File: src/hdl/three_level_priority_queue_aging_top_assert.svh
// Assertion macros for the three-level priority queue.
// Define NO_ASSERTIONS to drop every check.
`ifndef THREE_LEVEL_PRIORITY_QUEUE_AGING_TOP_ASSERT_SVH
`define THREE_LEVEL_PRIORITY_QUEUE_AGING_TOP_ASSERT_SVH

`ifndef NO_ASSERTIONS

// Same-cycle implication, checked at every rising clock edge out of reset.
`define TLPQ_ASSERT_SAME(label, ante, cons) \
   label: assert property (@(posedge clock) disable iff (reset) (ante) |-> (cons)) \
      else $error("tlpq check failed: same-cycle implication");

// Next-cycle implication.
`define TLPQ_ASSERT_NEXT(label, ante, cons) \
   label: assert property (@(posedge clock) disable iff (reset) (ante) |=> (cons)) \
      else $error("tlpq check failed: next-cycle implication");

`else

`define TLPQ_ASSERT_SAME(label, ante, cons)
`define TLPQ_ASSERT_NEXT(label, ante, cons)

`endif

`endif

File: src/hdl/tlpq_pkg.sv
`timescale 1ns / 1ps

package tlpq_pkg;

   localparam int QUEUE_DEPTH = 16;
   localparam int ID_BITS     = 8;
   localparam int NUM_LEVELS  = 3;
   localparam int MEM_DEPTH   = NUM_LEVELS * QUEUE_DEPTH;
   localparam int PTR_BITS    = (QUEUE_DEPTH > 1) ? $clog2(QUEUE_DEPTH) : 1;
   localparam int FILL_BITS   = $clog2(QUEUE_DEPTH + 1);
   localparam int ADDR_BITS   = $clog2(MEM_DEPTH);
   localparam int WAIT_BITS   = 4;
   localparam int WAIT_MAX    = 15;

   typedef logic [ID_BITS-1:0]   id_type;
   typedef logic [1:0]           level_type;
   typedef logic [PTR_BITS-1:0]  ptr_type;
   typedef logic [FILL_BITS-1:0] fill_type;
   typedef logic [ADDR_BITS-1:0] addr_type;
   typedef logic [WAIT_BITS-1:0] wait_type;

   typedef enum logic [1:0] {
      KIND_ENQ = 2'd0,
      KIND_DEQ = 2'd1,
      KIND_AGE = 2'd2,
      KIND_NOP = 2'd3
   } kind_type;

   typedef enum logic [1:0] {
      STATUS_OK    = 2'd0,
      STATUS_EMPTY = 2'd1,
      STATUS_DROP  = 2'd2
   } status_type;

   typedef enum logic [1:0] {
      ST_IDLE,
      ST_EXEC,
      ST_FLUSH
   } state_type;

   typedef struct packed {
      logic     en;
      addr_type addr;
      id_type   data;
   } wr_type;

   function automatic addr_type mem_addr(input level_type lvl, input ptr_type ptr);
      return addr_type'(int'(lvl) * QUEUE_DEPTH + int'(ptr));
   endfunction

   function automatic ptr_type ptr_next(input ptr_type ptr);
      if (ptr == ptr_type'(QUEUE_DEPTH - 1)) begin
         return '0;
      end
      return ptr + 1'b1;
   endfunction

   function automatic wait_type wait_bump(input wait_type cnt, input logic busy);
      if (!busy) begin
         return '0;
      end
      if (cnt == wait_type'(WAIT_MAX)) begin
         return cnt;
      end
      return cnt + 1'b1;
   endfunction

endpackage

File: src/hdl/tlpq_store.sv
`timescale 1ns / 1ps

module tlpq_store (
   input  logic              clock,
   input  tlpq_pkg::wr_type  wr,
   input  logic              rd_en,
   input  tlpq_pkg::addr_type rd_a_addr,
   input  tlpq_pkg::addr_type rd_b_addr,
   output tlpq_pkg::id_type  rd_a_data,
   output tlpq_pkg::id_type  rd_b_data
);
   import tlpq_pkg::*;

   id_type mem [MEM_DEPTH];

   always_ff @(posedge clock) begin
      if (wr.en) begin
         mem[wr.addr] <= wr.data;
      end
   end

   // hold read data between reads so a request that waits to execute keeps its ids
   always_ff @(posedge clock) begin
      if (rd_en) begin
         rd_a_data <= mem[rd_a_addr];
         rd_b_data <= mem[rd_b_addr];
      end
   end

endmodule

File: src/hdl/three_level_priority_queue_aging_top.sv
`timescale 1ns / 1ps

// Three-level strict priority queue of item ids with aging of waiting heads.
// Request channel (req_*): one transfer carries kind (enqueue, dequeue, aging
// check), item_id and level. It is taken when req_valid is high and req_stall
// is low. Response channel (rsp_*): exactly one result per request, in order,
// with status, served_id, served_level and promoted.
// Configuration: csr_wr_en writes aging_limit (4 bits, reset 3); write it only
// while no request is in flight.
// Flow: a taken request is latched together with its registered memory read,
// then executes once the output register is free, and its result is
// registered there. No new request is taken until it is done; an aging
// check that moves heads on both levels also passes the flush state, since
// the queue memory has a single write port and writes the second move there.
// Reset clears all pointers, fill counts, waiting counters and the response
// valid; queue contents are left as they are and never read before written.
// When the receiver stalls, the result holds in the output register; one more
// request may be taken and then waits until the result leaves.
module three_level_priority_queue_aging_top (
   input  logic                  clock,
   input  logic                  reset,
   input  logic                  req_valid,
   output logic                  req_stall,
   input  logic [1:0]            req_kind,
   input  tlpq_pkg::id_type      req_item_id,
   input  tlpq_pkg::level_type   req_level,
   output logic                  rsp_valid,
   input  logic                  rsp_stall,
   output logic [1:0]            rsp_status,
   output tlpq_pkg::id_type      rsp_served_id,
   output tlpq_pkg::level_type   rsp_served_level,
   output logic [1:0]            rsp_promoted,
   input  logic                  csr_wr_en,
   input  logic [3:0]            csr_wr_data
);
   import tlpq_pkg::*;

`include "three_level_priority_queue_aging_top_assert.svh"

   state_type  state_ff, state_in;

   // latched request
   kind_type   kind_ff;
   id_type     id_ff;
   level_type  level_ff;

   // queue bookkeeping
   ptr_type    head_ff [NUM_LEVELS];
   ptr_type    head_in [NUM_LEVELS];
   ptr_type    tail_ff [NUM_LEVELS];
   ptr_type    tail_in [NUM_LEVELS];
   fill_type   fill_ff [NUM_LEVELS];
   fill_type   fill_in [NUM_LEVELS];
   wait_type   wait_ff [2];
   wait_type   wait_in [2];
   wait_type   limit_ff;

   // output register
   logic       rsp_valid_ff, rsp_valid_in;
   status_type rsp_status_ff, rsp_status_in;
   id_type     rsp_id_ff, rsp_id_in;
   level_type  rsp_level_ff, rsp_level_in;
   logic [1:0] rsp_promoted_ff, rsp_promoted_in;

   // second write of a double promotion
   addr_type   pend_addr_ff, pend_addr_in;
   id_type     pend_data_ff, pend_data_in;

   logic       req_accept;
   logic       exec_go;
   level_type  deq_level;
   logic       deq_none;
   addr_type   rd_a_addr, rd_b_addr;
   id_type     rd_a_data, rd_b_data;
   wr_type     wr;

   // aging decisions
   logic       fire2, fire1, mv2, mv1;
   fill_type   fill1_mid;
   id_type     age_id1;

   assign req_stall  = (state_ff != ST_IDLE);
   assign req_accept = req_valid && !req_stall;
   assign exec_go    = (state_ff == ST_EXEC) && (!rsp_valid_ff || !rsp_stall);

   assign rsp_valid        = rsp_valid_ff;
   assign rsp_status       = rsp_status_ff;
   assign rsp_served_id    = rsp_id_ff;
   assign rsp_served_level = rsp_level_ff;
   assign rsp_promoted     = rsp_promoted_ff;

   // highest non-empty level; state does not move between accept and execute
   always_comb begin
      deq_none  = 1'b0;
      deq_level = 2'd0;
      if (fill_ff[0] != '0) begin
         deq_level = 2'd0;
      end else if (fill_ff[1] != '0) begin
         deq_level = 2'd1;
      end else if (fill_ff[2] != '0) begin
         deq_level = 2'd2;
      end else begin
         deq_none = 1'b1;
      end
   end

   // port A: dequeue head or level 2 head; port B: level 1 head
   always_comb begin
      if (kind_type'(req_kind) == KIND_DEQ) begin
         rd_a_addr = mem_addr(deq_level, head_ff[deq_level]);
      end else begin
         rd_a_addr = mem_addr(2'd2, head_ff[2]);
      end
      rd_b_addr = mem_addr(2'd1, head_ff[1]);
   end

   tlpq_store u_store (
      .clock     (clock),
      .wr        (wr),
      .rd_en     (req_accept),
      .rd_a_addr (rd_a_addr),
      .rd_b_addr (rd_b_addr),
      .rd_a_data (rd_a_data),
      .rd_b_data (rd_b_data)
   );

   // aging: level 2 to 1 first, then level 1 to 0 on the updated fill
   always_comb begin
      fire2     = (wait_ff[1] >= limit_ff);
      mv2       = fire2 && (fill_ff[2] != '0) && (fill_ff[1] != fill_type'(QUEUE_DEPTH));
      fill1_mid = fill_ff[1] + fill_type'(mv2);
      fire1     = (wait_ff[0] >= limit_ff);
      mv1       = fire1 && (fill1_mid != '0) && (fill_ff[0] != fill_type'(QUEUE_DEPTH));
      // an empty level 1 gets its head from the item just moved up
      age_id1   = (fill_ff[1] == '0) ? rd_a_data : rd_b_data;
   end

   // next state
   always_comb begin
      state_in = state_ff;
      case (state_ff)
         ST_IDLE: begin
            if (req_accept) begin
               state_in = ST_EXEC;
            end
         end
         ST_EXEC: begin
            if (exec_go) begin
               if (kind_ff == KIND_AGE && mv2 && mv1) begin
                  state_in = ST_FLUSH;
               end else begin
                  state_in = ST_IDLE;
               end
            end
         end
         ST_FLUSH: begin
            state_in = ST_IDLE;
         end
         default: begin
            state_in = ST_IDLE;
         end
      endcase
   end

   // execute: queue updates, memory write and result
   always_comb begin
      for (int i = 0; i < NUM_LEVELS; i++) begin
         head_in[i] = head_ff[i];
         tail_in[i] = tail_ff[i];
         fill_in[i] = fill_ff[i];
      end
      wait_in[0]      = wait_ff[0];
      wait_in[1]      = wait_ff[1];
      wr              = '0;
      pend_addr_in    = pend_addr_ff;
      pend_data_in    = pend_data_ff;
      rsp_valid_in    = rsp_valid_ff && rsp_stall;
      rsp_status_in   = rsp_status_ff;
      rsp_id_in       = rsp_id_ff;
      rsp_level_in    = rsp_level_ff;
      rsp_promoted_in = rsp_promoted_ff;

      case (state_ff)
         ST_EXEC: begin
            if (exec_go) begin
               rsp_valid_in    = 1'b1;
               rsp_status_in   = STATUS_OK;
               rsp_id_in       = '0;
               rsp_level_in    = '0;
               rsp_promoted_in = '0;
               case (kind_ff)
                  KIND_ENQ: begin
                     if (level_ff inside {2'd0, 2'd1, 2'd2}) begin
                        if (fill_ff[level_ff] == fill_type'(QUEUE_DEPTH)) begin
                           rsp_status_in = STATUS_DROP;
                        end else begin
                           wr.en             = 1'b1;
                           wr.addr           = mem_addr(level_ff, tail_ff[level_ff]);
                           wr.data           = id_ff;
                           tail_in[level_ff] = ptr_next(tail_ff[level_ff]);
                           fill_in[level_ff] = fill_ff[level_ff] + 1'b1;
                        end
                     end else begin
                        rsp_status_in = STATUS_DROP;
                     end
                  end
                  KIND_DEQ: begin
                     if (deq_none) begin
                        rsp_status_in = STATUS_EMPTY;
                     end else begin
                        // advance the waiting counters of bypassed non-empty levels, clear empty ones
                        if (deq_level == 2'd0) begin
                           wait_in[0] = wait_bump(wait_ff[0], fill_ff[1] != '0);
                           wait_in[1] = wait_bump(wait_ff[1], fill_ff[2] != '0);
                        end else if (deq_level == 2'd1) begin
                           wait_in[1] = wait_bump(wait_ff[1], fill_ff[2] != '0);
                        end
                        head_in[deq_level] = ptr_next(head_ff[deq_level]);
                        fill_in[deq_level] = fill_ff[deq_level] - 1'b1;
                        rsp_id_in          = rd_a_data;
                        rsp_level_in       = deq_level;
                     end
                  end
                  KIND_AGE: begin
                     if (fire2) begin
                        wait_in[1] = '0;
                     end
                     if (fire1) begin
                        wait_in[0] = '0;
                     end
                     if (mv2) begin
                        wr.en      = 1'b1;
                        wr.addr    = mem_addr(2'd1, tail_ff[1]);
                        wr.data    = rd_a_data;
                        head_in[2] = ptr_next(head_ff[2]);
                        fill_in[2] = fill_ff[2] - 1'b1;
                        tail_in[1] = ptr_next(tail_ff[1]);
                     end
                     if (mv1) begin
                        if (mv2) begin
                           // defer: memory takes one write per cycle
                           pend_addr_in = mem_addr(2'd0, tail_ff[0]);
                           pend_data_in = age_id1;
                        end else begin
                           wr.en   = 1'b1;
                           wr.addr = mem_addr(2'd0, tail_ff[0]);
                           wr.data = age_id1;
                        end
                        head_in[1] = ptr_next(head_ff[1]);
                        tail_in[0] = ptr_next(tail_ff[0]);
                        fill_in[0] = fill_ff[0] + 1'b1;
                     end
                     fill_in[1]      = fill1_mid - fill_type'(mv1);
                     rsp_promoted_in = {mv1, mv2};
                  end
                  default: begin
                  end
               endcase
            end
         end
         ST_FLUSH: begin
            wr.en   = 1'b1;
            wr.addr = pend_addr_ff;
            wr.data = pend_data_ff;
         end
         default: begin
         end
      endcase
   end

   // control registers
   always_ff @(posedge clock) begin
      if (reset) begin
         state_ff     <= ST_IDLE;
         rsp_valid_ff <= 1'b0;
         limit_ff     <= wait_type'(3);
         wait_ff[0]   <= '0;
         wait_ff[1]   <= '0;
         for (int i = 0; i < NUM_LEVELS; i++) begin
            head_ff[i] <= '0;
            tail_ff[i] <= '0;
            fill_ff[i] <= '0;
         end
      end else begin
         state_ff     <= state_in;
         rsp_valid_ff <= rsp_valid_in;
         if (csr_wr_en) begin
            limit_ff <= csr_wr_data;
         end
         wait_ff[0] <= wait_in[0];
         wait_ff[1] <= wait_in[1];
         for (int i = 0; i < NUM_LEVELS; i++) begin
            head_ff[i] <= head_in[i];
            tail_ff[i] <= tail_in[i];
            fill_ff[i] <= fill_in[i];
         end
      end
   end

   // payload registers
   always_ff @(posedge clock) begin
      if (req_accept) begin
         kind_ff  <= kind_type'(req_kind);
         id_ff    <= req_item_id;
         level_ff <= req_level;
      end
      rsp_status_ff   <= rsp_status_in;
      rsp_id_ff       <= rsp_id_in;
      rsp_level_ff    <= rsp_level_in;
      rsp_promoted_ff <= rsp_promoted_in;
      pend_addr_ff    <= pend_addr_in;
      pend_data_ff    <= pend_data_in;
   end

   // checks
   `TLPQ_ASSERT_SAME(a_fill_bound, 1'b1, (fill_ff[0] <= fill_type'(QUEUE_DEPTH)) && (fill_ff[1] <= fill_type'(QUEUE_DEPTH)) && (fill_ff[2] <= fill_type'(QUEUE_DEPTH)))
   `TLPQ_ASSERT_SAME(a_flush_has_result, state_ff == ST_FLUSH, rsp_valid_ff)
   `TLPQ_ASSERT_NEXT(a_accept_to_exec, req_accept, state_ff == ST_EXEC)

endmodule
File: config.mk
export PLATFORM = sky130hd
export DESIGN_NAME = three_level_priority_queue_aging_top
export DESIGN_NICKNAME = d
export VERILOG_FILES = /design/src/hdl/tlpq_pkg.sv /design/src/hdl/tlpq_store.sv /design/src/hdl/three_level_priority_queue_aging_top.sv
export VERILOG_INCLUDE_DIRS = /design/src /design/src/hdl
export SDC_FILE = /design/constraint.sdc
export NUM_CORES = 1
export LEC_CHECK = 0
export ABC_AREA = 1
export BUFFER_PORTS_ARGS = -buffer_cell sky130_fd_sc_hd__buf_2
export CORE_UTILIZATION = 40
export CTS_CLUSTER_SIZE = 8
export DETAILED_ROUTE_END_ITERATION = 12
export SYNTH_ARGS = -nofsm -noshare
export SYNTH_HDL_FRONTEND = slang
export SYNTH_SLANG_ARGS = --single-unit
File: constraint.sdc
create_clock -name clock -period 6.07 [get_ports clock]
set_clock_uncertainty 0.2 [all_clocks]
set_input_delay 0 -clock clock [delete_from_list [all_inputs] [get_ports clock]]
set_output_delay 0 -clock clock [all_outputs]
set_load 0.02 [all_outputs]
==> impl_metrics.json <==
{
  "cp.arrival_ns": 5.17,
  "io_pins": 37,
  "num_antenna_cells": 0,
  "end_kind": "register",
  "period_share_pct": 84.8,
  "cts_inserted_buffers": 72,
  "antenna_found_initial": 0,
  "area_growth_pct": 13.4,
  "p_leak_uw": 0.0110,
  "cts_tree": "done",
  "ir_drop_v": 0.000225,
  "ys_types": 48,
  "hold_class": "input pin to register",
  "hold_violations": 0,
  "crit_chain": "inv_1, ha_1, nand3_2, o21ai_1, inv_1, nand2_1, inv_1, ha_1, ha_1, inv_1, nand2_1, and2_1, inv_1, nor2_1, nand4_1, nand2_1, nor2_1, nand3_1, nand3_1, a21boi_2, inv_2, nand3_1, nor2_1",
  "grt_setup_unrepaired": "false",
  "tns_ns": 0,
  "h-tree-depth": 3,
  "finalMaxSlewViolations": 0,
  "gp_congestion": 0.950,
  "outcome": "finished clean",
  "critical_path_class": "register to register",
  "synth_warnings": 0,
  "ys_async_sr_fraction_pct": 0,
  "required_ns": 6.10,
  "clock_latency_ns": 0.62,
  "cp_slowest_cell": "nor2_1",
  "syn_area_mm2": 0.0245,
  "synth-main-ff-cell": "edfxtp_1",
  "cap_violations": 0,
  "layout-drive-gt1-share_pct": 7.36,
  "cts_sinks": 494,
  "n_fill_cell": 5516,
  "grtUsageTotal_pct": 23.4,
  "drc": 0,
  "path_common_cell": "inv_1",
  "crit_path_max_fanout": 8,
  "rows": 90,
  "port_buffers": 36,
  "path_buf_inv": 6,
  "synth_seq_cells": 494,
  "fmax_mhz": 194,
  "vias": 19300,
  "path_clk_slew_ns": 0.05,
  "place_hpwl_mm": 46.2,
  "synth_edf_count": 438,
  "grt_pass1_wl_mm": 112,
  "setup_viol": 0,
  "via_per_inst": 5.62,
  "routed_wirelength_mm": 73.0,
  "fp.dieW_um": 250,
  "max_slew_margin_pct": 14.3,
  "die_h_um": 250,
  "ys_seq_area_share_pct": 58.2,
  "period_needed_ns": 5.15,
  "fp.dieArea_mm2": 0.0623,
  "initial_utilization_pct": 40.5,
  "worst_pin_slew_ns": 1.28,
  "cp_top_family": "simple AND/OR/NAND/NOR gates",
  "slowest_delay_ns": 0.83,
  "startpoint_type": "register",
  "grt_max_degree": 106,
  "finalPower_uw": 8410,
  "detail-route-antenna-nets": 0,
  "synth_cells": 2580,
  "clockBufferDepth": 3,
  "grt_pass1_vias": 18800,
  "syn_nets": 2639,
  "synth_area_per_cell_um2": 9.50,
  "fin_nets": 2687,
  "p_per_area_mw_per_mm2": 303,
  "wl_per_cell_um": 21.3,
  "grt-ovfl-total": 0,
  "post_cts_buffers": 0,
  "drt_iter0_drc": 2413,
  "whs_ns": 0.0742,
  "core_mm2": 0.0605,
  "drt_pass1_iterations": 8,
  "cts-root-buf": "clkbuf_16"
}
==> path summary, 6_finish.rpt <==
| path | slack (ns) | depth (start not counted) | start | to |
|---|---|---|---|---|
| hold reg to reg | 0.27 | 2 | tail_ff[2][1] | tail_ff[2][1] |
| hold / removal | 0.07 | 4 | req_valid | state_ff[1] |
| setup reg to reg | 0.92 | 23 | fill_ff[2][0] | u_store.mem[17][3] |
| setup / recovery | 0.92 | 23 | fill_ff[2][0] | u_store.mem[17][3] |
==> final cells by class <==
type,instances,area [um^2],area share [%]
Inverter,383,1440,5.17
Sequential cell,494,14300,51.3
Tap cell,782,978,3.52
Timing Repair Buffer,109,878,3.16
Clock inverter,8,148,0.531
Multi-Input combinational cell,1568,8200,29.5
Clock buffer,89,1890,6.79
==> worst register-to-register path, stage by stage (launching register included) <==
cell,delay (ns)
dfxtp_1,0.31
inv_1,0.17
ha_1,0.20
nand3_2,0.18
o21ai_1,0.14
inv_1,0.05
nand2_1,0.14
inv_1,0.08
ha_1,0.20
ha_1,0.21
inv_1,0.07
nand2_1,0.05
and2_1,0.20
inv_1,0.06
nor2_1,0.05
nand4_1,0.08
nand2_1,0.07
nor2_1,0.35
nand3_1,0.13
nand3_1,0.14
a21boi_2,0.11
inv_2,0.13
nand3_1,0.62
nor2_1,0.83
==> state kept, by name, indices dropped and copies added (netlist names), named ones only <==
signal and count:
rsp_promoted 2, u_store.mem 384, tail_ff 12, limit_ff 4, fill_ff 15, rsp_served_id 8
pend_data_ff 8, rsp_valid 1, rsp_status 2, kind_ff 2, pend_addr_ff 4, level_ff 2
rsp_served_level 2, state_ff 2, id_ff 8, u_store.rd_a_data 8, head_ff 12, u_store.rd_b_data 8
wait_ff 8
==> cells by family (layout without fill, tap and decap cells) <==
group	count (synthesis)	after routing	share of synthesized area, %
simple gates	1049	1049	19.9
buf+inv	518	589	8.81
flops	494	494	58.2
compound gates	465	465	10.6
fa+ha+maj	38	38	1.94
xor+xnor	16	16	0.572
==> timing repair <==
action	4_1_cts	5_1_grt
hold buffers	45	0
resized for setup	0	0
endpoints found under the hold margin	68	0
==> layer usage <==
metal  vias to the layer above  global-route usage [%]  part of all wire, %
li1                       8972                       -                    -
met1                      9177                    31.2                   42
met2                       962                    37.5                   46
met3                       185                    4.43                  8.2
met4                         0                    9.17                  3.7
met5                         -                       0                    0
==> metrics by stage <==
step	instances	instance area (um^2)	worst slack, ns	utilization (%)
after floorplan	2580	24500	1.01	-
after global placement	3291	25300	1.15	41.9
after detailed placement	3291	25300	0.963	41.9
after CTS	3433	27800	0.931	46.0
after global routing	3433	27800	0.522	46.0
final	3433	27800	0.925	46.0
==> cell usage in the layout, fill, tap and decap left out, drive strengths merged, types with 4 or more instances in the layout <==
cell and n:
nand3 442, edfxtp 438, inv 382, nand2 362, o21ai 209, nor2 167
a21oi 155, clkbuf 89, buf 64, nand3b 56, dfxtp 56, o211ai 51
dlygate4sd3 45, ha 38, a31oi 13, xor2 11, nor3 9, clkinv 9
o22ai 8, a311o 7, a211oi 7, nand4 6, xnor2 5, o21bai 4
a21boi 4
==> power breakdown <==
group	leakage [uW]	switching [uW]	total, uW	internal [uW]
clock network	0.000980	1480	3660	2180
registers	0.00381	31.4	3740	3710
logic	0.00621	734	1010	277
total	0.0110	2240	8410	6170
==> synth_stat cells (5+ instances only) <==
library cell	count	area, um^2
buf_2	47	235
buf_1	7	26.3
nor2_2	6	37.5
clkbuf_1	51	191
o22ai_1	7	43.8
o21ai_0	189	946
nor3_1	7	35.0
buf_4	18	135
edfxtp_1	438	13200
nand3_1	438	2190
nand2_1	355	1330
nand4_1	6	37.5
nand3b_1	56	420
xnor2_1	5	43.8
ha_1	38	475
nor2_1	157	589
a311o_1	7	70.1
inv_2	13	48.8
a31oi_1	13	81.3
dfxtp_1	56	1120
a21oi_1	155	776
inv_1	367	1380
xor2_1	11	96.3
o211ai_1	51	383
o21ai_1	20	100
buf_6	12	135
a211oi_1	7	52.6
(Power assumes the default switching activity.)
